==> config.mk <==
export PLATFORM = sky130hd
export DESIGN_NAME = qte_isqrt
export DESIGN_NICKNAME = d
export VERILOG_FILES = /design/src/design/qte_pkg.sv /design/src/design/qte_isqrt.sv
export SDC_FILE = /design/constraint.sdc
export NUM_CORES = 2
export LEC_CHECK = 0
export ABC_CLOCK_PERIOD_IN_PS = 3490
export BUFFER_PORTS_ARGS = -buffer_cell sky130_fd_sc_hd__buf_2
export CELL_PAD_IN_SITES_DETAIL_PLACEMENT = 0
export CELL_PAD_IN_SITES_GLOBAL_PLACEMENT = 2
export CORE_ASPECT_RATIO = 1.1
export CORE_MARGIN = 1
export CORE_UTILIZATION = 41
export CTS_CLUSTER_SIZE = 25
export DETAILED_ROUTE_END_ITERATION = 8
export PLACE_DENSITY_LB_ADDON = 0.25
export SLEW_MARGIN = 5
export SYNTH_ARGS = -nofsm -noshare
export SYNTH_HDL_FRONTEND = slang
export SYNTH_SLANG_ARGS = --single-unit
==> constraint.sdc <==
create_clock -name clock -period 3.49 [get_ports clock]
set_input_delay 0.698 -clock clock [delete_from_list [all_inputs] [get_ports clock]]
set_output_delay 0.698 -clock clock [all_outputs]
set_load 0.005 [all_outputs]
==> src/design/qte_pkg.sv <==
// shared types, constants and the cordic arctangent table for quaternion_to_euler
// no dependencies

package qte_pkg;

   // quaternion products are Q2.30, sums and doubled sums need 34 bits
   localparam int PROD_W = 32;
   localparam int SUM_W  = 34;

   // unit value at scale 2^30 and its negative
   localparam logic signed [SUM_W-1:0] ONE_Q30     = 34'sh0_4000_0000;
   localparam logic signed [SUM_W-1:0] NEG_ONE_Q30 = -34'sh0_4000_0000;

   // square root: radicand up to 2^60, one result bit per stage
   localparam int SQRT_IN_W  = 61;
   localparam int SQRT_ACC_W = 62;
   localparam int SQRT_STEPS = 31;
   localparam int ROOT_W     = 31;

   // quarter turn in 16-bit binary angle
   localparam logic signed [15:0] QUARTER_POS = 16'sd16384;
   localparam logic signed [15:0] QUARTER_NEG = -16'sd16384;

   // pitch sideband carried alongside the square root
   typedef struct packed {
      logic signed [SUM_W-1:0] sr;
      logic signed [SUM_W-1:0] cr;
      logic signed [SUM_W-1:0] sp;
      logic signed [SUM_W-1:0] sy;
      logic signed [SUM_W-1:0] cy;
      logic                    clamp;
      logic                    neg;
   } side_type;

   typedef struct packed {
      logic clamp;
      logic neg;
   } pflag_type;

   // atan(2^-i) with a full turn at 2^32
   function automatic logic [31:0] atan_entry(input logic [4:0] idx);
      logic [31:0] r;
      unique case (idx)
         5'd0:  r = 32'h20000000;
         5'd1:  r = 32'h12E4051E;
         5'd2:  r = 32'h09FB385B;
         5'd3:  r = 32'h051111D4;
         5'd4:  r = 32'h028B0D43;
         5'd5:  r = 32'h0145D7E1;
         5'd6:  r = 32'h00A2F61E;
         5'd7:  r = 32'h00517C55;
         5'd8:  r = 32'h0028BE53;
         5'd9:  r = 32'h00145F2F;
         5'd10: r = 32'h000A2F98;
         5'd11: r = 32'h000517CC;
         5'd12: r = 32'h00028BE6;
         5'd13: r = 32'h000145F3;
         5'd14: r = 32'h0000A2FA;
         5'd15: r = 32'h0000517D;
         5'd16: r = 32'h000028BE;
         5'd17: r = 32'h0000145F;
         5'd18: r = 32'h00000A30;
         5'd19: r = 32'h00000518;
         5'd20: r = 32'h0000028C;
         5'd21: r = 32'h00000146;
         5'd22: r = 32'h000000A3;
         5'd23: r = 32'h00000051;
         5'd24: r = 32'h00000029;
         5'd25: r = 32'h00000014;
         5'd26: r = 32'h0000000A;
         5'd27: r = 32'h00000005;
         5'd28: r = 32'h00000003;
         5'd29: r = 32'h00000001;
         5'd30: r = 32'h00000001;
         default: r = 32'h00000000;
      endcase
      return r;
   endfunction

endpackage

==> src/design/qte_isqrt.sv <==
// pipelined integer square root, one result bit per stage
// depends on qte_pkg

module qte_isqrt (
   input  logic                          clock,
   input  logic                          enable,
   input  logic [qte_pkg::SQRT_IN_W-1:0] value_i,
   output logic [qte_pkg::ROOT_W-1:0]    root_o
);
   import qte_pkg::*;

   logic [SQRT_ACC_W-1:0] rem_ff [SQRT_STEPS];
   logic [SQRT_ACC_W-1:0] res_ff [SQRT_STEPS];

   genvar k;
   generate
      for (k = 0; k < SQRT_STEPS; k++) begin : g_step
         localparam logic [SQRT_ACC_W-1:0] BIT = SQRT_ACC_W'(1) << (60 - 2 * k);
         logic [SQRT_ACC_W-1:0] rem_prev, res_prev, trial, rem_in, res_in;

         if (k == 0) begin : g_first
            assign rem_prev = SQRT_ACC_W'(value_i);
            assign res_prev = '0;
         end else begin : g_next
            assign rem_prev = rem_ff[k-1];
            assign res_prev = res_ff[k-1];
         end

         // compare and subtract for one root bit
         always_comb begin
            trial = res_prev + BIT;
            if (rem_prev >= trial) begin
               rem_in = rem_prev - trial;
               res_in = (res_prev >> 1) + BIT;
            end else begin
               rem_in = rem_prev;
               res_in = res_prev >> 1;
            end
         end

         always_ff @(posedge clock) begin
            if (enable) begin
               rem_ff[k] <= rem_in;
               res_ff[k] <= res_in;
            end
         end
      end
   endgenerate

   assign root_o = res_ff[SQRT_STEPS-1][ROOT_W-1:0];

endmodule

==> results_dict.tcl <==
set metrics [dict create \
    status "complete, no violations" \
    worst_ir_drop_vdd_uv 545 \
    power_switching_share_pct 29.3 \
    finalCriticalPeriod_ns 3.48 \
    critPathKind "flop to flop" \
    switchingPower_mw 25.5 \
    power_frac_seq_pct 44.8 \
    viasPerCell 5.36 \
    die-area_um2 278000 \
    finalNetCount 10500 \
    synth_compound_area_share_pct 9.38 \
    drive_above_1_share_pct 14.4 \
    startpoint_type "flop" \
    holdCritPathClass "primary input to flop" \
    cts-root-buf "clkbuf_16" \
    fin_area_um2 133000 \
    clkLatencyLatePin_ns 0.86 \
    overflow 0 \
    gp_congestion 0.879 \
    yosysTopAreaCell "edfxtp_1" \
    maxClockFrequency_ghz 0.288 \
    wl_per_cell_um 21.7 \
    timing.final.hold_violations 0 \
    p_leak_nw 50.8 \
    synth_seq_cells 2356 \
    start_util_pct 41.2 \
    core.rowCount 202 \
    grt_max_degree 129 \
    synth.cell_area_um2 113000 \
    crit_top_cell "or3_4" \
    p_int_mw 61.6 \
    r2r_start "rem_ff[0][855]" \
    worst_path_max_delay_cell "or4_4" \
    synth_adder_area_share_pct 5.78 \
    setup_viol 0 \
    synthXorXnorAreaFrac_pct 6.43 \
    dieWidth_um 503 \
    core_area_um2 275000 \
    async_reset_ff_share_pct 0 \
    tns_ns 0 \
    syn_inst 9019 \
    synth_area_leaders "edfxtp_1, ha_1, xnor2_1, xor2_1, a21oi_1" \
    critPathLaunch "rem_ff[0][855]" \
    crit_arrival_ns 4.04 \
    yosysWarnings 0 \
    wl_um 299000 \
    final_cell_mix "edfxtp_1, inv_1, buf_4" \
    pre_cts_ws_ns -0.804 \
    synth_top_area_share_pct 62.5 \
    path_cells "or4_4, or3_4, or4_4, or3_4, or3_4, nor3_4, a21bo_4, buf_12, mux2_2" \
    drt_first_pass_iters 7 \
    vias 73800 \
    setup_ws_ns 0.0128 \
    antenna_found_initial 14 \
    grt_pass1_vias 73900 \
    finalMaxSlewViolations 0 \
    skew_ns 0.0709 \
    p_comb_share_pct 22.6 \
    utilization_pct 48.5 \
    p_clk_share_pct 32.6 \
    cts_buffers 268 \
    ios 94 \
    synth_seq_area_share_pct 62.5 \
    maxSlewHeadroom_pct 21.2 \
    drc_errors 0 \
    synth-simple-area-share_pct 12.2 \
    crit_path_max_fanout 13 \
    dp_hpwl_um 229000 \
    power_mw 87.0 \
    cts_tree "done" \
    ys.flop_type "edfxtp_1" \
    synth_edf_count 2356 \
    synth_mux_area_share_pct 0.934 \
    cap_viol_max_count 0 \
    end_kind "flop" \
    syn_to_final_growth_pct 17.8 \
    layout_commonest_cell "edfxtp_1" \
    drt_iter0_markers 5633 \
    finalCritPeriodShare_pct 99.6 \
    min_from "enable" \
    path_delay_family "simple AND/OR/NAND/NOR gates" \
    antenna_left 0 \
    clockBufferDepth 4 \
    powerDensity_nw_per_um2 652 \
    io_buffers 93 \
    htree_levels 5 \
    die_h_um 553 \
    max_stage_delay_ns 0.54 \
    worst_slew_pin_slew_ns 1.18 \
    synth_cell_type_count 85 \
    rsz0062_at_grt "yes" \
    path_clk_slew_ns 0.06 \
    synth_top_family_by_area "simple AND/OR/NAND/NOR gates" \
    crit_required_ns 4.05 \
    grt_pass1_wl_um 450000 \
    grtUsageTotal_pct 21.2 \
    crit_buf_inv 1 \
    clock_sinks 2356 \
    syn_avg_cell_area_um2 12.6 \
    place_area_um2 123000 \
]
[sequential cells by signal (all words and copies together), names as in the netlist]
register,cells
rem_ff,1860
res_ff,496
[synthesized netlist by cell type (56+ instances only)]
master,number
nor2_1,628
nand2_1,512
or3_1,101
mux2_2,86
o21a_1,98
nand3_1,149
xnor2_1,435
a21oi_1,623
clkbuf_1,174
nor4_1,313
o21ai_0,361
nand2b_1,106
inv_1,637
nor3_1,257
ha_1,523
or4_1,56
edfxtp_1,2356
nor2b_1,64
xor2_1,396
nand4_1,168
a21o_1,217
[cells by family after synthesis]
| family | count (synthesis) |
|---|---|
| and+or+nand+nor | 2663 |
| DFF | 2356 |
| AOI/OAI and AO/OA | 1711 |
| buffers and inverters | 839 |
| xor gates and xnor gates | 831 |
| adders and majority gates | 523 |
| muxes | 95 |
| other | 1 |
[power by group through the flow]
stage | clock [mW] | sequential, mW | combinational, mW
2_1_floorplan | 0 | 38.0 | 12.7
3_3_place_gp | 0 | 39.6 | 19.2
3_5_place_dp | 0 | 39.6 | 19.2
4_1_cts | 29.1 | 39.0 | 19.5
5_1_grt | 30.2 | 39.4 | 21.7
6_report | 28.4 | 39.0 | 19.6
[area by class of cell]
| class | instances | area (um2) |
|---|---|---|
| inverter | 638 | 2390 |
| multi-input combinational | 5825 | 40300 |
| antenna | 4 | 10.0 |
| clock inverter | 151 | 1750 |
| timing repair buffer | 818 | 6580 |
| tap | 3672 | 4590 |
| fill | 24600 | 142000 |
| sequential | 2356 | 70700 |
| clock buffer | 317 | 7060 |
[layer usage]
layer,vias to the layer above,track usage (%),part of all wire [%]
li1,35600,-,-
met1,36300,27.6,43
met2,1613,37.0,50
met3,364,2.82,4.8
met4,0,5.14,2.2
met5,-,0,0
[through the flow]
stage / cells / hold WS [ns]
after floorplan: 9020 / 0.417
after global placement: 13200 / 0.428
after detailed placement: 13200 / 0.432
after CTS: 13800 / 0.238
after global routing: 13800 / 0.267
final: 13800 / 0.285
[worst reg2reg max path: stages, from the launching register on]
cell and delay [ns]:
edfxtp_1 0.38, or4_4 0.54, or3_4 0.34, or4_4 0.42, or3_4 0.34, or3_4 0.35
nor3_4 0.15, a21bo_4 0.29, buf_12 0.15, mux2_2 0.27
[worst paths after layout]
| check | slack [ns] | cells after the start | end |
|---|---|---|---|
| max | 0.01 | 9 | rem_ff[0][909] |
| min | 0.28 | 1 | res_ff[1][166] |
| max reg2reg | 0.01 | 9 | rem_ff[0][909] |
| min reg2reg | 0.43 | 0 | rem_ff[1][434] |
[repair_timing]
action                                  4_1_cts  5_1_grt
resized for setup                            43      147
endpoints found under the setup margin      124      317
setup buffers                                 7       17
hold endpoints to repair                     61        0
hold buffers                                 61        0
gates cloned                                  0        1
pin swaps                                    16       48
Power figures use the tool's default switching activity.
