--- src/design/qte_pkg.sv ---
// shared types, constants and the cordic arctangent table for quaternion_to_euler
// no dependencies

package qte_pkg;

   // quaternion products are Q2.30, sums and doubled sums need 34 bits
   localparam int PROD_W = 32;
   localparam int SUM_W  = 34;

   // unit value at scale 2^30 and its negative
   localparam logic signed [SUM_W-1:0] ONE_Q30     = 34'sh0_4000_0000;
   localparam logic signed [SUM_W-1:0] NEG_ONE_Q30 = -34'sh0_4000_0000;

   // square root: radicand up to 2^60, one result bit per stage
   localparam int SQRT_IN_W  = 61;
   localparam int SQRT_ACC_W = 62;
   localparam int SQRT_STEPS = 31;
   localparam int ROOT_W     = 31;

   // quarter turn in 16-bit binary angle
   localparam logic signed [15:0] QUARTER_POS = 16'sd16384;
   localparam logic signed [15:0] QUARTER_NEG = -16'sd16384;

   // pitch sideband carried alongside the square root
   typedef struct packed {
      logic signed [SUM_W-1:0] sr;
      logic signed [SUM_W-1:0] cr;
      logic signed [SUM_W-1:0] sp;
      logic signed [SUM_W-1:0] sy;
      logic signed [SUM_W-1:0] cy;
      logic                    clamp;
      logic                    neg;
   } side_type;

   typedef struct packed {
      logic clamp;
      logic neg;
   } pflag_type;

   // atan(2^-i) with a full turn at 2^32
   function automatic logic [31:0] atan_entry(input logic [4:0] idx);
      logic [31:0] r;
      unique case (idx)
         5'd0:  r = 32'h20000000;
         5'd1:  r = 32'h12E4051E;
         5'd2:  r = 32'h09FB385B;
         5'd3:  r = 32'h051111D4;
         5'd4:  r = 32'h028B0D43;
         5'd5:  r = 32'h0145D7E1;
         5'd6:  r = 32'h00A2F61E;
         5'd7:  r = 32'h00517C55;
         5'd8:  r = 32'h0028BE53;
         5'd9:  r = 32'h00145F2F;
         5'd10: r = 32'h000A2F98;
         5'd11: r = 32'h000517CC;
         5'd12: r = 32'h00028BE6;
         5'd13: r = 32'h000145F3;
         5'd14: r = 32'h0000A2FA;
         5'd15: r = 32'h0000517D;
         5'd16: r = 32'h000028BE;
         5'd17: r = 32'h0000145F;
         5'd18: r = 32'h00000A30;
         5'd19: r = 32'h00000518;
         5'd20: r = 32'h0000028C;
         5'd21: r = 32'h00000146;
         5'd22: r = 32'h000000A3;
         5'd23: r = 32'h00000051;
         5'd24: r = 32'h00000029;
         5'd25: r = 32'h00000014;
         5'd26: r = 32'h0000000A;
         5'd27: r = 32'h00000005;
         5'd28: r = 32'h00000003;
         5'd29: r = 32'h00000001;
         5'd30: r = 32'h00000001;
         default: r = 32'h00000000;
      endcase
      return r;
   endfunction

endpackage

--- src/design/qte_cordic.sv ---
// pipelined vectoring cordic arctangent giving a 16-bit binary angle
// depends on qte_pkg

module qte_cordic #(
   parameter int CORDIC_STAGES = 16,
   parameter int DATA_WIDTH    = 16
) (
   input  logic                             clock,
   input  logic                             enable,
   input  logic signed [qte_pkg::SUM_W-1:0] y_i,
   input  logic signed [qte_pkg::SUM_W-1:0] x_i,
   output logic        [15:0]               angle_o
);
   import qte_pkg::*;

   localparam int SHIFT = 32 - DATA_WIDTH;
   localparam int PW    = DATA_WIDTH + 2;
   localparam int CW    = DATA_WIDTH + 4;

   logic signed [CW-1:0] x_ff [CORDIC_STAGES+1];
   logic signed [CW-1:0] y_ff [CORDIC_STAGES+1];
   logic        [31:0]   z_ff [CORDIC_STAGES+1];
   logic                 zero_ff [CORDIC_STAGES+1];
   logic        [15:0]   angle_ff;

   // prescale, fold left half plane, detect the zero vector
   logic signed [PW-1:0] xs, ys;
   logic signed [CW-1:0] xe, ye;
   assign xs = PW'(x_i >>> SHIFT);
   assign ys = PW'(y_i >>> SHIFT);
   assign xe = CW'(xs);
   assign ye = CW'(ys);

   always_ff @(posedge clock) begin
      if (enable) begin
         zero_ff[0] <= (xe == '0) && (ye == '0);
         if (xe < 0) begin
            x_ff[0] <= -xe;
            y_ff[0] <= -ye;
            z_ff[0] <= 32'h80000000;
         end else begin
            x_ff[0] <= xe;
            y_ff[0] <= ye;
            z_ff[0] <= '0;
         end
      end
   end

   genvar i;
   generate
      for (i = 0; i < CORDIC_STAGES; i++) begin : g_stage
         logic signed [CW-1:0] dx, dy;
         assign dx = x_ff[i] >>> i;
         assign dy = y_ff[i] >>> i;

         // rotate toward the x axis
         always_ff @(posedge clock) begin
            if (enable) begin
               zero_ff[i+1] <= zero_ff[i];
               if (y_ff[i] >= 0) begin
                  x_ff[i+1] <= x_ff[i] + dy;
                  y_ff[i+1] <= y_ff[i] - dx;
                  z_ff[i+1] <= z_ff[i] + atan_entry(5'(i));
               end else begin
                  x_ff[i+1] <= x_ff[i] - dy;
                  y_ff[i+1] <= y_ff[i] + dx;
                  z_ff[i+1] <= z_ff[i] - atan_entry(5'(i));
               end
            end
         end
      end
   endgenerate

   // round the accumulator to 16 bits
   logic [31:0] z_round;
   assign z_round = z_ff[CORDIC_STAGES] + 32'h00008000;

   always_ff @(posedge clock) begin
      if (enable) begin
         angle_ff <= zero_ff[CORDIC_STAGES] ? 16'h0000 : z_round[31:16];
      end
   end

   assign angle_o = angle_ff;

endmodule

--- config.mk ---
export PLATFORM = sky130hd
export DESIGN_NAME = qte_cordic
export DESIGN_NICKNAME = d
export VERILOG_FILES = /design/src/design/qte_pkg.sv /design/src/design/qte_cordic.sv
export SDC_FILE = /design/constraint.sdc
export NUM_CORES = 2
export LEC_CHECK = 0
export ABC_AREA = 1
export ABC_CLOCK_PERIOD_IN_PS = 6000
export BUFFER_PORTS_ARGS = -buffer_cell sky130_fd_sc_hd__buf_2
export CAP_MARGIN = 20
export CELL_PAD_IN_SITES_DETAIL_PLACEMENT = 0
export CELL_PAD_IN_SITES_GLOBAL_PLACEMENT = 1
export CORE_ASPECT_RATIO = 1.4
export CORE_UTILIZATION = 52
export DETAILED_ROUTE_END_ITERATION = 12
export PLACE_DENSITY = 0.89
export SYNTH_ARGS = -nofsm -noshare
export SYNTH_HDL_FRONTEND = slang
export SYNTH_SLANG_ARGS = --single-unit
--- constraint.sdc ---
create_clock -name clock -period 6 [get_ports clock]
set_input_delay 0.3 -clock clock [delete_from_list [all_inputs] [get_ports clock]]
set_output_delay 0.3 -clock clock [all_outputs]
set_load 0.05 [all_outputs]
==> results_dict.tcl <==
set metrics [dict create \
    status "finished clean" \
    cts_tree "done" \
    max_freq_mhz 239 \
    syn_inst 14700 \
    ys_ff_latch 1045 \
    post_cts_buffers 0 \
    clk_path_buf_depth 3 \
    synth-async-reset-ratio_pct 0 \
    setup_viol 0 \
    first_pass_iters 9 \
    routed_wl_um 310000 \
    rsz0062_at_grt "no" \
    regArea_um2 31400 \
    min_path_type "input pin to flip-flop" \
    die_y_um 522 \
    drt-wirelength-per-cell_um 17.9 \
    cp-end-kind "flip-flop" \
    track_usage_pct 30.9 \
    syn_nets 15500 \
    gp_congestion 1.00 \
    place_area_um2 103000 \
    antenna_found_initial 1 \
    min_from "enable" \
    min_period_over_period_pct 69.7 \
    dieArea_um2 195000 \
    crit_required_ns 6.49 \
    final_common_cell "nand2_1" \
    drtIter0Drc 5812 \
    min_period_ns 4.18 \
    clock_latency_ns 0.76 \
    row_count 190 \
    fin_worst_skew_ns 0.0303 \
    pin_count 86 \
    vias 95300 \
    yosys-top-cells-area "edfxtp_1, nand2_1, ha_1, inv_1, xor2_1" \
    start_kind "flip-flop" \
    drive_above_1_share_pct 2.53 \
    maxCapViolations 0 \
    mostFrequentLayoutCells "nand2_1, inv_1, nor2_1" \
    first_global_vias 93700 \
    crit_path_max_incr_delay_ns 0.73 \
    worstPathArrival_ns 4.68 \
    critPathSlowestCell "edfxtp_1" \
    clock-root-buffer "clkbuf_16" \
    holdWs_ns 0.0932 \
    multi_input_area_um2 60000 \
    postLayoutCellArea_um2 108000 \
    grt_pass1_wl_um 482000 \
    cts.repair.resized 0 \
    avgSynthCellArea_um2 6.86 \
    synthFlopType "edfxtp_1" \
    io_buffers 53 \
    tightest_slew_ns 1.10 \
    holdBufCountCts 39 \
    synth-edff-count 1045 \
    netlist_area_um2 100000 \
    final_nets 15500 \
    crit_type "flip-flop to flip-flop" \
    crit_path_start "y_ff[5][19]" \
    cts_sinks 1045 \
    grt_overflow 0 \
    dieWidth_um 374 \
    relSlewSlack_pct 26.7 \
    postRouteAntennaNets 0 \
    cp_max_fo 58 \
    yosysTopAreaCellShare_pct 31.2 \
    dpl.hpwl_um 255000 \
    finalMaxSlewViolations 0 \
    start_util_pct 52.4 \
    r2r-start "y_ff[5][19]" \
    core_area_um2 192000 \
    synth.largest_area_cell "edfxtp_1" \
    critical-path-top-delay-family "buffers and inverters" \
    cpMostUsedCell "inv_1" \
    synth_cell_types 51 \
    cts_buffers 112 \
    yosysWarnings 0 \
    drc_errors 0 \
    grt_max_degree 151 \
    clk_pin_slew_worst_paths_ns 0.06 \
    worstPathCellList "nand2_2 -> buf_4 -> inv_1 -> buf_4 -> a31oi_1 -> xor2_1 -> inv_1 -> ha_1 -> nand2_1 -> nor4_1 -> nand4_1 -> nand3_1 -> nand2_1 -> inv_1 -> nor2_1" \
    timing.critical_path.buf_inv 5 \
    fin_tns_setup_ns 0 \
    htreeDepth 3 \
    vias_per_cell 5.50 \
    hold_viol 0 \
    syn_to_final_growth_pct 7.05 \
    nFillCells 18700 \
    synth-seq-area-share_pct 31.2 \
]
-- metal layers --
metal,vias up,share of wire [%],global-route usage (%)
li1,48100,-,-
met1,43700,36,30.2
met2,2527,53,60.9
met3,970,3.3,2.68
met4,0,7.4,21.1
met5,-,0,0
-- final timing paths --
kind	to	depth (start not counted)	slack (ns)
min reg2reg	zero_ff[1]	0	0.42
max	x_ff[6][18]	15	1.82
min	y_ff[5][19]	1	0.09
max reg2reg	x_ff[6][18]	15	1.82
-- per-stage QoR --
stage / worst slack (ns) / instances / util, %
after CTS: 1.89 / 17300 / 56.1
after global routing: 1.62 / 17300 / 56.1
after global placement: 1.76 / 17100 / 53.9
after floorplan: 2.46 / 14700 / -
after detailed placement: 1.74 / 17100 / 53.9
final: 1.82 / 17300 / 56.1
-- area by class of cell --
cell class              instances  share of cell area (%)
repair buffers                144                    1.01
well taps                    2496                    2.90
clock buffers                 123                    2.68
multi-input cells           11300                    55.8
clock inverters                86                   0.894
inverters                    2161                    7.54
diodes                          1                 0.00233
flip-flops and latches       1045                    29.2
-- logic make-up (layout without fill, tap and decap cells) --
family | Yosys count | after routing | share of synthesized area, %
compound gates | 2053 | 2053 | 11.2
flops | 1045 | 1045 | 31.2
other cells | 0 | 1 | 0
fa+ha+maj | 763 | 763 | 9.71
xor+xnor | 946 | 946 | 8.24
simple gates | 7490 | 7490 | 30.6
buf+inv | 2356 | 2514 | 9.05
-- sequential cells by signal, indices dropped and copies added, names as in the netlist --
signal and count:
z_ff 426, y_ff 300, angle_o 16, x_ff 286
zero_ff 17
-- cell usage after synthesis (5+ instances only) --
cell and n:
a21boi_0 20, a21o_1 102, a21oi_1 983, a311oi_1 5, a31oi_1 60, a41o_1 19, a41oi_1 45, and2_1 23
and3_1 6, buf_1 13, buf_2 94, buf_4 5, buf_6 13, clkbuf_1 68, edfxtp_1 1045, fa_1 28
ha_1 735, inv_1 2143, inv_2 15, nand2_1 4371, nand2_4 7, nand3_1 1060, nand3b_1 44, nand4_1 203
nor2_1 1510, nor2_2 24, nor3_1 167, nor4_1 39, o211ai_1 9, o21a_1 11, o21ai_0 674, o21ai_1 19
o21bai_1 71, o31ai_1 25, or2_2 23, xnor2_1 205, xor2_1 741
Power is not shown: default switching activity piles up to over one toggle a cycle in this logic, so the estimate is an artifact.
